===== src/sv/ncm_pkg.sv =====
// Shared types, constants and helper functions for the nearest palette color matcher.
// No dependencies; every other file imports this package.
package ncm_pkg;

  localparam int CACHE_SLOTS_DEF     = 256;
  localparam int PALETTE_ENTRIES_DEF = 255;
  localparam int QUEUE_DEPTH         = 2;
  localparam int DIST_W              = 18;

  localparam logic       CMD_QUERY    = 1'b0;
  localparam logic       CMD_WRITE    = 1'b1;
  localparam logic [7:0] CHAN_MASK    = 8'hF8;
  localparam int         HASH_SHIFT_A = 11;
  localparam int         HASH_SHIFT_B = 22;

  typedef struct packed {
    logic        is_write;
    logic [7:0]  entry_index;
    logic [7:0]  red;
    logic [7:0]  green;
    logic [7:0]  blue;
    logic [14:0] key;
  } item_t;

  typedef struct packed {
    logic full;
    logic empty;
  } q_stat_t;

  typedef struct packed {
    logic dirty;
    logic query_start;
  } back_stat_t;

  function automatic logic [23:0] slot_hash(input logic [7:0] r, input logic [7:0] g,
                                            input logic [7:0] b);
    logic [23:0] k;
    k = {r & CHAN_MASK, g & CHAN_MASK, b & CHAN_MASK};
    return k ^ (k >> HASH_SHIFT_A) ^ (k >> HASH_SHIFT_B);
  endfunction

endpackage


===== src/sv/ncm_queue.sv =====
// Short queue of classified words between the front and back parts.
// Depends on ncm_pkg.
module ncm_queue import ncm_pkg::*; #(
  parameter int DEPTH = QUEUE_DEPTH
) (
  input  logic    clk,
  input  logic    rst,
  input  logic    push,
  input  item_t   push_item,
  input  logic    pop,
  output item_t   head,
  output q_stat_t q_stat
);

  localparam int AW = (DEPTH > 1) ? $clog2(DEPTH) : 1;
  localparam int CW = $clog2(DEPTH + 1);

  item_t         store [DEPTH];
  logic [AW-1:0] wr_ptr;
  logic [AW-1:0] rd_ptr;
  logic [CW-1:0] count;

  assign head         = store[rd_ptr];
  assign q_stat.full  = (count == CW'(DEPTH));
  assign q_stat.empty = (count == '0);

  always_ff @(posedge clk) begin
    if (push) begin
      store[wr_ptr] <= push_item;
    end
  end

  always_ff @(posedge clk) begin
    if (rst) begin
      wr_ptr <= '0;
      rd_ptr <= '0;
      count  <= '0;
    end else begin
      if (push) begin
        wr_ptr <= (wr_ptr == AW'(DEPTH - 1)) ? '0 : wr_ptr + 1'b1;
      end
      if (pop) begin
        rd_ptr <= (rd_ptr == AW'(DEPTH - 1)) ? '0 : rd_ptr + 1'b1;
      end
      if (push && !pop) begin
        count <= count + 1'b1;
      end else if (pop && !push) begin
        count <= count - 1'b1;
      end
    end
  end

endmodule


===== config.mk =====
export PLATFORM = sky130hd
export DESIGN_NAME = ncm_queue
export DESIGN_NICKNAME = d
export VERILOG_FILES = /design/src/sv/ncm_pkg.sv /design/src/sv/ncm_queue.sv
export SDC_FILE = /design/constraint.sdc
export NUM_CORES = 1
export LEC_CHECK = 0
export ABC_AREA = 1
export BUFFER_PORTS_ARGS = -buffer_cell sky130_fd_sc_hd__buf_2
export CAP_MARGIN = 25
export CORE_MARGIN = 4
export CORE_UTILIZATION = 37
export CTS_CLUSTER_DIAMETER = 50
export DETAILED_ROUTE_END_ITERATION = 12
export HOLD_SLACK_MARGIN = 0.1
export PLACE_DENSITY = 0.62
export SLEW_MARGIN = 30
export SYNTH_ARGS = -nofsm -noshare
export SYNTH_HDL_FRONTEND = slang
export SYNTH_SLANG_ARGS = --single-unit

===== constraint.sdc =====
create_clock -name clk -period 5.39 [get_ports clk]
set_clock_uncertainty 0.1 [all_clocks]
set_input_delay 0.539 -clock clk [delete_from_list [all_inputs] [get_ports clk]]
set_output_delay 0.539 -clock clk [all_outputs]
set_load 0.05 [all_outputs]

## Word level (Yosys, flattened, before mapping)

Memory sizes are Yosys's and may differ from the RTL's. A register that Yosys moved wholly into a read port is not among the register bits.
Cells that the tools add are included.

| word-level totals | value |
|---|---|
| register bits | 4 |
| bits in latches | 0 |
| memory bits (writable) | 96 |
| ROM bits | 0 |
| memories | 1 |
| output and inout port bits | 50 |
| word-level logic and storage cells | 23 |

| operators by class | value |
|---|---|
| mux-type cells | 8 |
| bitwise gates (word level) | 0 |
| $mul | 0 |
| shift operators | 0 |
| magnitude comparators | 0 |
| reductions and logical operators | 6 |
| divide/modulo/power cells | 0 |
| add/subtract/negate cells | 4 |
| equal/unequal tests | 1 |

Memories:

| memory | words | width | rd ports | clocked after Yosys merged registers in | wr ports | line | source |
|---|---|---|---|---|---|---|---|
| store | 2 | 48 | 1 | 1 | 1 | ncm_queue.sv:18 | `item_t store [DEPTH];` |

Operators with widths:

| cell | number |
|---|---|
| 1-bit 2-to-1 mux | 6 |
| 2-bit 2-to-1 mux | 2 |
| 1-bit adder (second input constant) | 2 |
| 2-bit by 1-bit adder with 2-bit output (second input constant) | 1 |
| 2-bit equality test (second input constant) | 1 |
| 1-bit logical AND | 2 |
| 1-bit logical NOT | 2 |
| 2-bit logical NOT | 1 |
| 2-bit nonzero test | 1 |
| 2-bit by 1-bit subtractor with 2-bit output (second input constant) | 1 |

## Depth between registers and ports, before layout

Gate-level depths: netlist (run 1).

| depth | value |
|---|---|
| word-level depth | 4 |
| mapped depth | 8 |
| gate-level depth less buffers | 8 |

## Worst setup path after synthesis (run 1)

No wires, ideal clock.

| timing | value |
|---|---|
| kind | input to register |
| start | input port push |
| end | memory store[0][0] (netlist bit) (enable) |
| setup time | 0.455 ns |
| data required time | 4.835 ns |
| stages | 2 |
| path buffers | 0 |
| arrival | 2.596 ns |
| setup slack | 2.240 ns |
| cells stage by stage | inv_1 > nor2_1 |

| on the way | value |
|---|---|
| longest elaborated chain between the ends | 2 |

Ends and longest elaborated chain:

| item | line | source |
|---|---|---|
| start, declared | ncm_queue.sv:8 | `input logic push,` |
| 1-bit 2-to-1 mux | ncm_queue.sv:28 | `if (push) begin` |
| 1-bit 2-to-1 mux (not written as such) | ncm_queue.sv:29 | `store[wr_ptr] <= push_item;` |
| end, declared | ncm_queue.sv:18 |  |

No other way between the ends.

==> results.tsv, run 1 <==
stage	metric	value	unit
logic_synthesis	syn_inst	182	
logic_synthesis	mappedNetlistArea	3770	um2
pwr	cellLeakagePower	1.78	nW
drt	drtIter0Drc	42	
floorplanning	initial_utilization	38.2	%
logic_synthesis	yosys_register_bits	101	
grt	antenna_found_initial	0	
logic_synthesis	ys_types	16	
timing	drv_slew	0	
critical_path	required	4.75	ns
pwr	pwr-share-comb	18.2	%
logic_synthesis	synth_area_per_cell	20.7	um2
critical_path	path_max_fanout	25	
cts	path_clk_slew	0.09	ns
timing	min_period	2.84	ns
critical_path	criticalPathCategory	flip-flop to primary output	
final_layout	nets	344	
worst_hold_path	min_path_type	input port to flip-flop	
pwr	cellPowerDensity	358	nW/um2
pwr	switching_share	29.0	%
cts	clock_latency	0.35	ns
pwr	power_switching	0.000477	W
timing	finalHoldViolCount	0	
logic_synthesis	synth_top_area_share	76.5	%
floorplanning	fp.dieW	109	um
cts	cts_resized	0	
grt	grt_pass1_wl	9670	um
logic_synthesis	ys_seq_area_share	79.2	%
drt	post_drt_wl_per_cell	14.7	um
cts	numCtsBuffers	9	
floorplanning	rows	36	
timing	finalSetupViolCount	0	
placed_design	place.gp.congestion	0.657	
cts	htree_num_levels	3	
floorplanning	die_h	109	um
critical_path	endpoint_kind	primary output	
critical_path	cp.arrival	2.20	ns
run	cap_viol_max_count	0	
grt	grt_pass1_vias	1971	
grt	grt_overflow	0	
placed_design	port_buffers	101	
grt	gr-usage-all-layers	10.9	%
floorplanning	boundaryPins	102	
final_layout	drive_above_1_share	57.1	%
final_layout	fin_cells	429	
cts	cts_tree	built	
timing	rsz0062_at_grt	false	
drt	via_count	1897	
drt	drt_pass1_iterations	4	
drt	route.detailed.drc	0	
drt	wl	6290	um
timing	max_slew_margin	49.7	%
floorplanning	die_area	11900	um2
cts	cts.sinks	101	
placed_design	dp_cells	413	
cts	postCtsHoldBufs	0	
pwr	clock_power_share	25.7	%
outcome	status	completed	
logic_synthesis	syn-num-nets	235	
final_layout	syn_to_final_growth	22.0	%
timing	post-route-period-util	52.6	%
cts	postCtsSetupRepairBufs	0	
drt	detail_route.vias_per_cell	4.42	
cts	clock_path_buffers	2	
pwr	vdd_drop_max	0.000157	V
critical_path	worstSetupStartpointType	flip-flop	
grt	grt_max_degree	50	
placed_design	dp_hpwl	4270	um
timing	setup-tns-final	0	ns
logic_synthesis	yosys.area.top_type	edfxtp_1	
pwr	seqPwrFrac	56.2	%
logic_synthesis	yosysWarnings	0	
final_layout	nFillCells	880	
cts	cts_root_buf	clkbuf_8	
timing	fmax	0.353	GHz
drt	antenna_left	0	
logic_synthesis	synth.top_cells.by_area	edfxtp_1 76%, mux2_2 8.4%, mux2_4 8.0%, dfxtp_1 2.7%, inv_1 0.90%	
pwr	power.internal	0.00117	W
critical_path	r2r_slack	3.54	ns
timing	worst_slew_pin_slew	0.753	ns
final_layout	num_antenna_cells	0	
floorplanning	core	9860	um2
cell usage in the layout, fill, tap and decap left out, drive strengths merged:
| cell type | instances |
|---|---|
| a21oi | 1 |
| nand2 | 5 |
| nor3 | 1 |
| buf | 103 |
| inv | 10 |
| nand3 | 1 |
| mux2 | 48 |
| nand4 | 1 |
| o21ai | 1 |
| nor2 | 7 |
| ha | 1 |
| clkbuf | 9 |
| edfxtp | 96 |
| clkinvlp | 1 |
| dfxtp | 5 |
| clkinv | 5 |
| xnor2 | 1 |
area by class of cell:
type                       count  area (um2)  area share (%)
timing repair buffer         103         520            11.3
multi-input combinational     67         716            15.6
inverter                       9        36.3           0.789
clock inverter                 7        51.3            1.12
clock buffer                   9         124            2.69
tap                          133         166            3.62
sequential                   101        2980            64.9
stage by stage:
step	utilization, %	worst slack, ns	cell area (um2)	hold WS, ns	power (W)
global placement	44.8	2.90	4420	0.398	0.00124
finish	46.6	2.55	4600	0.274	0.00164
CTS	46.6	2.47	4600	0.244	0.00167
global route	46.6	2.39	4600	0.247	0.00172
floorplan	-	2.24	3770	0.380	0.00117
detailed placement	44.8	2.87	4420	0.403	0.00125
sequential cells by signal, summed over array words and instances, names as in the netlist, named ones only:
name and cells:
count 2, rd_ptr 1, store 96, wr_ptr 1
synth_stat cells:
library cell / count
dfxtp_1: 5
o21ai_0: 1
nor3_1: 1
mux2_2: 28
edfxtp_1: 96
nand4_1: 1
buf_6: 3
xnor2_1: 1
a21oi_1: 1
nand2_1: 5
inv_1: 9
ha_1: 1
mux2_4: 20
nand3_1: 1
nor2_1: 7
buf_2: 2
critical path: stages (launching register included):
cell and delay (ns):
dfxtp_2 0.76, buf_4 0.48, mux2_2 0.39, buf_2 0.21
worst paths after layout:
| kind | startpoint | endpoint | depth (start not counted) |
|---|---|---|---|
| worst min-delay path | push_item[3] | store[1][3] | 1 |
| worst min register to register | rd_ptr | rd_ptr | 2 |
| worst max-delay path | flip-flop | head[32] | 3 |
| worst max register to register | wr_ptr | store[0][34] | 2 |
logic make-up after synthesis:
kind of cell               Yosys count  synth area share (%)
buffers and inverters               14                  2.06
muxes                               48                  16.3
xor gates and xnor gates             1                 0.232
and+or+nand+nor                     15                  1.63
adders and majority gates            1                 0.332
DFF                                101                  79.2
AOI/OAI and AO/OA                    2                 0.265
metal layers:
metal | vias up | global-route usage (%) | wire length, um
li1 | 910 | - | -
met1 | 913 | 13.1 | 2620
met2 | 67 | 18.3 | 3140
met3 | 7 | 3.37 | 457
met4 | 0 | 4.60 | 72
met5 | - | 0 | 0
power groups by stage:
stage	Combinational, W	Sequential, W	Clock [W]
after floorplan	0.000241	0.000933	0
after global placement	0.000300	0.000942	0
after detailed placement	0.000303	0.000943	0
after CTS	0.000304	0.000925	0.000440
after global routing	0.000317	0.000929	0.000475
final	0.000299	0.000924	0.000422
No activity file was read; power rests on OpenSTA's default activity.
==> inputs of run 2 (changes only) <==
--- a/config.mk
+++ b/config.mk
@@ -5,7 +5,7 @@
 export SDC_FILE = /design/constraint.sdc
 export NUM_CORES = 1
 export LEC_CHECK = 0
-export ABC_AREA = 1
+export ABC_AREA = 0
 export BUFFER_PORTS_ARGS = -buffer_cell sky130_fd_sc_hd__buf_2
 export CAP_MARGIN = 25
 export CORE_MARGIN = 4
@@ -13,7 +13,7 @@
 export CTS_CLUSTER_DIAMETER = 50
 export DETAILED_ROUTE_END_ITERATION = 12
 export HOLD_SLACK_MARGIN = 0.1
-export PLACE_DENSITY = 0.62
+export PLACE_DENSITY = 0.64
 export SLEW_MARGIN = 30
 export SYNTH_ARGS = -nofsm -noshare
 export SYNTH_HDL_FRONTEND = slang
==> constraint.sdc (replaced) <==
create_clock -name clk -period 2.6 [get_ports clk]
set_clock_uncertainty 0.1 [all_clocks]
set_input_delay 0.26 -clock clk [delete_from_list [all_inputs] [get_ports clk]]
set_output_delay 0.26 -clock clk [all_outputs]
set_load 0.05 [all_outputs]
==> run 2 against run 1 <==
Net effect: hold slack improved by 0.14 ns; first-iteration DRC count increased by 95%; clock power increased to 2.6 times the previous value; flip-flop and latch count unchanged; worst setup slack got worse by 2.2 ns; critical path depth unchanged; critical path type unchanged; largest power group unchanged.
==> results.tsv, run 2 <==
stage	metric	value	unit
logic_synthesis	synth_commonest_cells	96 x edfxtp_1, 48 x mux2_2, 5 x dfxtp_1, 5 x nor2_1	
logic_synthesis	synthMuxAreaShare	14.7	%
critical_path	worstSetupStartpointType	flip-flop	
cts	path_clk_slew	0.09	ns
drt	wl	6780	um
worst_hold_path	min_path_type	flip-flop to flip-flop	
cts	htree_num_levels	3	
drt	antenna_left	0	
logic_synthesis	synth-simple-area-share	1.26	%
timing	min_period	2.21	ns
placed_design	post_dp_cell_area	4380	um2
final_layout	nFillCells	824	
cts	cts_root_buf	clkbuf_8	
grt	grt_overflow	0	
critical_path	critPathTopFamily	flip-flops	
logic_synthesis	yosys_register_bits	101	
final_layout	largest_reg_flops	96	
floorplanning	die_h	108	um
logic_synthesis	synthFlopType	edfxtp_1	
critical_path	critical-path-max-stage-delay	0.67	ns
drt	detail_route.vias_per_cell	4.38	
timing	post-route-period-util	85.2	%
timing	worst_slew_pin_slew	0.666	ns
cts	postCtsHoldBufs	52	
pwr	power_switching	0.00103	W
logic_synthesis	synth_top_area_share	78.5	%
critical_path	criticalPathCategory	flip-flop to primary output	
timing	finalHoldViolCount	0	
final_layout	num_antenna_cells	0	
logic_synthesis	synthXorXnorAreaFrac	0.954	%
drt	via_count	2074	
outcome	status	completed	
floorplanning	rows	36	
critical_path	cp.arrival	1.85	ns
logic_synthesis	synth_top_family_by_area	multiplexers	
timing	finalSetupViolCount	0	
critical_path	required	2.24	ns
critical_path	reg2regPathDepth	2	
critical_path	endpoint_kind	primary output	
placed_design	dp_hpwl	4210	um
timing	holdWs	0.416	ns
final_layout	regArea	2980	um2
pwr	pwr-share-comb	19.3	%
cts	cts.sinks	101	
floorplanning	core	9730	um2
drt	post_drt_wl_per_cell	14.3	um
placed_design	port_buffers	101	
logic_synthesis	mappedNetlistArea	3670	um2
final_layout	reg_top3	store: 96 flops, count: 2 flops	
final_layout	fin_util	52.8	%
final_layout	multi_input_area	653	um2
logic_synthesis	yosys.area.top_type	edfxtp_1	
timing	rsz0062_at_grt	false	
timing	fmax	0.452	GHz
cts	postCtsSetupRepairBufs	0	
logic_synthesis	syn-num-nets	224	
pwr	power.internal	0.00272	W
grt	grt_pass1_vias	2230	
cts	numCtsBuffers	9	
final_layout	nets	388	
critical_path	cp.buffers_inverters	2	
logic_synthesis	yosys.area_share.adder	0.341	%
final_layout	syn_to_final_growth	39.9	%
grt	grt_max_degree	49	
placed_design	place.gp.congestion	0.650	
critical_path	path_cells	buf_4, mux2_2, buf_2	
pwr	switching_share	27.4	%
drt	drtIter0Drc	82	
drt	route.detailed.drc	0	
floorplanning	die_area	11600	um2
cts	cts_tree	built	
final_layout	layout_commonest_cell	buf_2	
critical_path	path_max_fanout	19	
final_layout	drive_above_1_share	51.2	%
logic_synthesis	synthArstFlopShare	0	%
timing	max_slew_margin	55.6	%
pwr	vdd_drop_max	0.000321	V
pwr	cellPowerDensity	729	nW/um2
logic_synthesis	ys_types	17	
timing	setup-tns-final	0	ns
floorplanning	fp.dieW	108	um
drt	drt_pass1_iterations	4	
logic_synthesis	synth_area_per_cell	21.5	um2
critical_path	cpMaxStageDelayCell	dfxtp_2	
logic_synthesis	syn_inst	171	
final_layout	fin_area	5140	um2
final_layout	mostFrequentLayoutCells	101 x buf_2, 96 x edfxtp_1, 52 x dlygate4sd3_1	
grt	antenna_found_initial	0	
pwr	finalPower	0.00374	W
pwr	seqPwrFrac	51.6	%
grt	grt_pass1_wl	10700	um
cts	clock_latency	0.35	ns
timing	drv_slew	0	
pwr	cellLeakagePower	1.95	nW
pwr	clock_power_share	29.2	%
logic_synthesis	synth_edf_count	96	
worst_hold_path	worst_hold_path.num_cells	2	
grt	gr-usage-all-layers	12.2	%
logic_synthesis	synth.top_cells.by_area	edfxtp_1 79%, mux2_2 15%, dfxtp_1 2.7%, buf_6 0.61%, nor2_1 0.51%	
cts	clock_path_buffers	2	
run	cap_viol_max_count	0	
logic_synthesis	synth_compound_area_share	0.273	%
floorplanning	boundaryPins	102	
logic_synthesis	yosysWarnings	0	
logic_synthesis	ys_seq_area_share	81.3	%
logic_synthesis	synth.most_common_cell	edfxtp_1	
final_layout	largest_register	store	
cts	cts_resized	0	
floorplanning	initial_utilization	37.7	%
critical_path	cp.depth	3	
==> run 2: cell types whose count changed in the layout (fill, tap and decap cells not counted), moves of 2 or more <==
| cell | previous run | this run |
|---|---|---|
| inv_1 | 8 | 1 |
| buf_12 | 0 | 2 |
| clkbuf_16 | 0 | 4 |
| mux2_2 | 28 | 48 |
| xor2_1 | 0 | 2 |
| clkinv_4 | 3 | 0 |
| mux2_4 | 20 | 0 |
| dlygate4sd3_1 | 0 | 52 |
| nand2_1 | 5 | 0 |
==> run 2: kinds of logic after synthesis <==
| group | count (synthesis) |
|---|---|
| AOI/OAI and AO/OA | 2 |
| xor gates and xnor gates | 4 |
| adders and majority gates | 1 |
| buffers and inverters | 6 |
| DFF | 101 |
| muxes | 48 |
| and+or+nand+nor | 9 |
==> run 2: final timing paths <==
| path | startpoint | to | slack (ns) |
|---|---|---|---|
| worst min register to register | count[1] | count[1] | 0.42 |
| worst max register to register | wr_ptr | store[1][23] | 0.96 |
| worst max-delay path | flip-flop | head[34] | 0.39 |
| worst min-delay path | count[1] | count[1] | 0.42 |
==> run 2: power by group through the flow <==
| stage | logic, W | registers [W] | clock network [W] |
|---|---|---|---|
| floorplan | 0.000506 | 0.00195 | 0 |
| CTS | 0.000731 | 0.00193 | 0.00113 |
| finish | 0.000722 | 0.00193 | 0.00109 |
| global route | 0.000765 | 0.00194 | 0.00118 |
| global placement | 0.000662 | 0.00197 | 0 |
| detailed placement | 0.000668 | 0.00197 | 0 |
==> run 2: per-layer routing <==
metal | GRT usage, % | vias up | routed length [um]
li1 | - | 989 | -
met1 | 15.4 | 1005 | 3010
met2 | 20.0 | 69 | 3310
met3 | 2.52 | 11 | 347
met4 | 5.95 | 0 | 117
met5 | 0 | - | 0
==> run 2: final cells by class <==
class                      count  share of cell area [%]
sequential                   101                    58.1
timing repair buffer         158                    21.2
multi-input combinational     64                    12.7
clock buffer                  13                    4.36
tap                          133                    3.24
clock inverter                 3                   0.341
inverter                       1                  0.0731
==> run 2: through the flow <==
step	cells	setup slack, ns
floorplan	171	0.493
global placement	405	0.777
detailed placement	405	0.742
CTS	473	0.324
global route	473	0.270
finish	473	0.386
==> run 2: tightest hold or removal path: stages, from the launching register on <==
cell	delay, ns
dfxtp_1	0.34
o21ai_0	0.08
a21oi_1	0.06
==> inputs of run 3 (changes only) <==
--- a/config.mk
+++ b/config.mk
@@ -13,7 +13,8 @@
 export CTS_CLUSTER_DIAMETER = 50
 export DETAILED_ROUTE_END_ITERATION = 12
 export HOLD_SLACK_MARGIN = 0.1
-export PLACE_DENSITY = 0.64
+export PLACE_DENSITY = 0.62
+export SKIP_LAST_GASP = 1
 export SLEW_MARGIN = 30
 export SYNTH_ARGS = -nofsm -noshare
 export SYNTH_HDL_FRONTEND = slang
==> constraint.sdc (replaced) <==
create_clock -name clk -period 2.5 [get_ports clk]
set_clock_uncertainty 0.1 [all_clocks]
set_input_delay 0.25 -clock clk [delete_from_list [all_inputs] [get_ports clk]]
set_output_delay 0.25 -clock clk [all_outputs]
set_load 0.05 [all_outputs]
==> run 3 against run 2 <==
Net effect: sequential share of layout area increased by 1.3 points; core utilization fell by 1.1 points; clock power down 19%; cell area decreased by 2.1%; global-route usage up 0.18 points; sequential power up 3%; register-to-register slack worse by 0.05 ns; critical endpoint is now head[16]; largest power group unchanged; highest routed layer unchanged.
==> results.tsv, run 3 (synthesis results as in run 2) <==
stage	metric	value	unit
pwr	cellLeakagePower	1.89	nW
drt	drtIter0Drc	58	
critical_path	endpoint_kind	primary output	
cts	cts_root_buf	clkbuf_8	
pwr	cellPowerDensity	722	nW/um2
cts	postCtsSetupRepairBufs	0	
final_layout	largest_register	store	
final_layout	layout_commonest_cell	buf_2	
floorplanning	rows	36	
timing	finalHoldViolCount	0	
timing	finalSetupViolCount	0	
timing	fmax	0.509	GHz
timing	post-route-period-util	78.6	%
cts	clock_latency	0.35	ns
drt	route.detailed.drc	0	
floorplanning	boundaryPins	102	
floorplanning	die_h	108	um
grt	grt_max_degree	33	
outcome	status	completed	
cts	path_clk_slew	0.09	ns
drt	drt_pass1_iterations	4	
run	cap_viol_max_count	0	
pwr	vdd_drop_max	0.000301	V
cts	postCtsHoldBufs	50	
timing	holdWs	0.114	ns
grt	antenna_found_initial	0	
critical_path	path_max_fanout	25	
drt	antenna_left	0	
floorplanning	fp.dieW	108	um
floorplanning	core	9730	um2
final_layout	num_antenna_cells	0	
cts	cts_resized	0	
drt	post_drt_wl_per_cell	14.4	um
final_layout	nets	386	
drt	detail_route.vias_per_cell	4.40	
cts	cts.sinks	101	
cts	numCtsBuffers	9	
timing	setup-tns-final	0	ns
placed_design	dp_hpwl	4310	um
critical_path	worstSetupStartpointType	flip-flop	
cts	cts_tree	built	
timing	rsz0062_at_grt	false	
final_layout	syn_to_final_growth	37.0	%
grt	grt_pass1_wl	10800	um
timing	worst_slew_pin_slew	0.443	ns
floorplanning	die_area	11600	um2
critical_path	required	2.15	ns
timing	min_period	1.97	ns
drt	via_count	2070	
final_layout	drive_above_1_share	51.0	%
floorplanning	initial_utilization	37.7	%
grt	grt_overflow	0	
placed_design	port_buffers	101	
final_layout	reg_top3	store: 96 flops, count: 2 flops	
grt	grt_pass1_vias	2276	
grt	gr-usage-all-layers	12.4	%
cts	clock_path_buffers	2	
final_layout	mostFrequentLayoutCells	101 x buf_2, 96 x edfxtp_1, 50 x dlygate4sd3_1	
cts	htree_num_levels	3	
drt	wl	6780	um
critical_path	criticalPathCategory	flip-flop to primary output	
timing	max_slew_margin	70.5	%
placed_design	place.gp.congestion	0.665	
worst_hold_path	min_path_type	input port to flip-flop	
timing	drv_slew	0	
final_layout	largest_reg_flops	96	
critical_path	cp.arrival	1.62	ns
## run 3: layout make-up
class	instances	area (um2)
multi-input combinational	64	653
timing repair buffer	156	1060
tap	133	166
clock inverter	5	37.5
sequential	101	2980
fill	860	4700
inverter	1	3.75
clock buffer	10	128
## run 3: final timing paths
path / from / cells after the start / slack, ns / to
max: flip-flop / 3 / 0.53 / head[16]
min: push / 3 / 0.11 / wr_ptr
max reg2reg: wr_ptr / 2 / 0.91 / store[1][43]
min reg2reg: count[1] / 2 / 0.41 / count[1]
## run 3: metal layers
layer	GRT usage, %	up-vias	part of all wire, %
met5	0	-	0
met4	4.51	0	1.4
met3	3.60	9	5.7
met2	21.8	65	53
met1	14.3	1008	40
li1	-	988	-
## run 3: stage by stage
stage                     util (%)  cell area [um2]  total power [W]  setup WS (ns)  std cells
after global placement        44.8             4360          0.00273          0.889        405
after CTS                     51.7             5030          0.00369          0.492        470
after floorplan                  -             3670          0.00255          0.393        171
final                         51.7             5030          0.00363          0.534        470
after detailed placement      44.8             4360          0.00274          0.895        405
after global routing          51.7             5030          0.00380          0.433        470
## run 3: report_power, final
| group | internal (W) | leakage, nW | switching, W |
|---|---|---|---|
| Sequential | 0.00197 | 0.943 | 0.0000265 |
| Combinational | 0.000250 | 0.873 | 0.000504 |
| Clock | 0.000360 | 0.0787 | 0.000524 |
| Total | 0.00258 | 1.89 | 0.00105 |
## run 3: critical path, stage by stage (launching register included)
cell	delay, ns
dfxtp_2	0.33
buf_4	0.32
mux2_2	0.39
buf_2	0.21
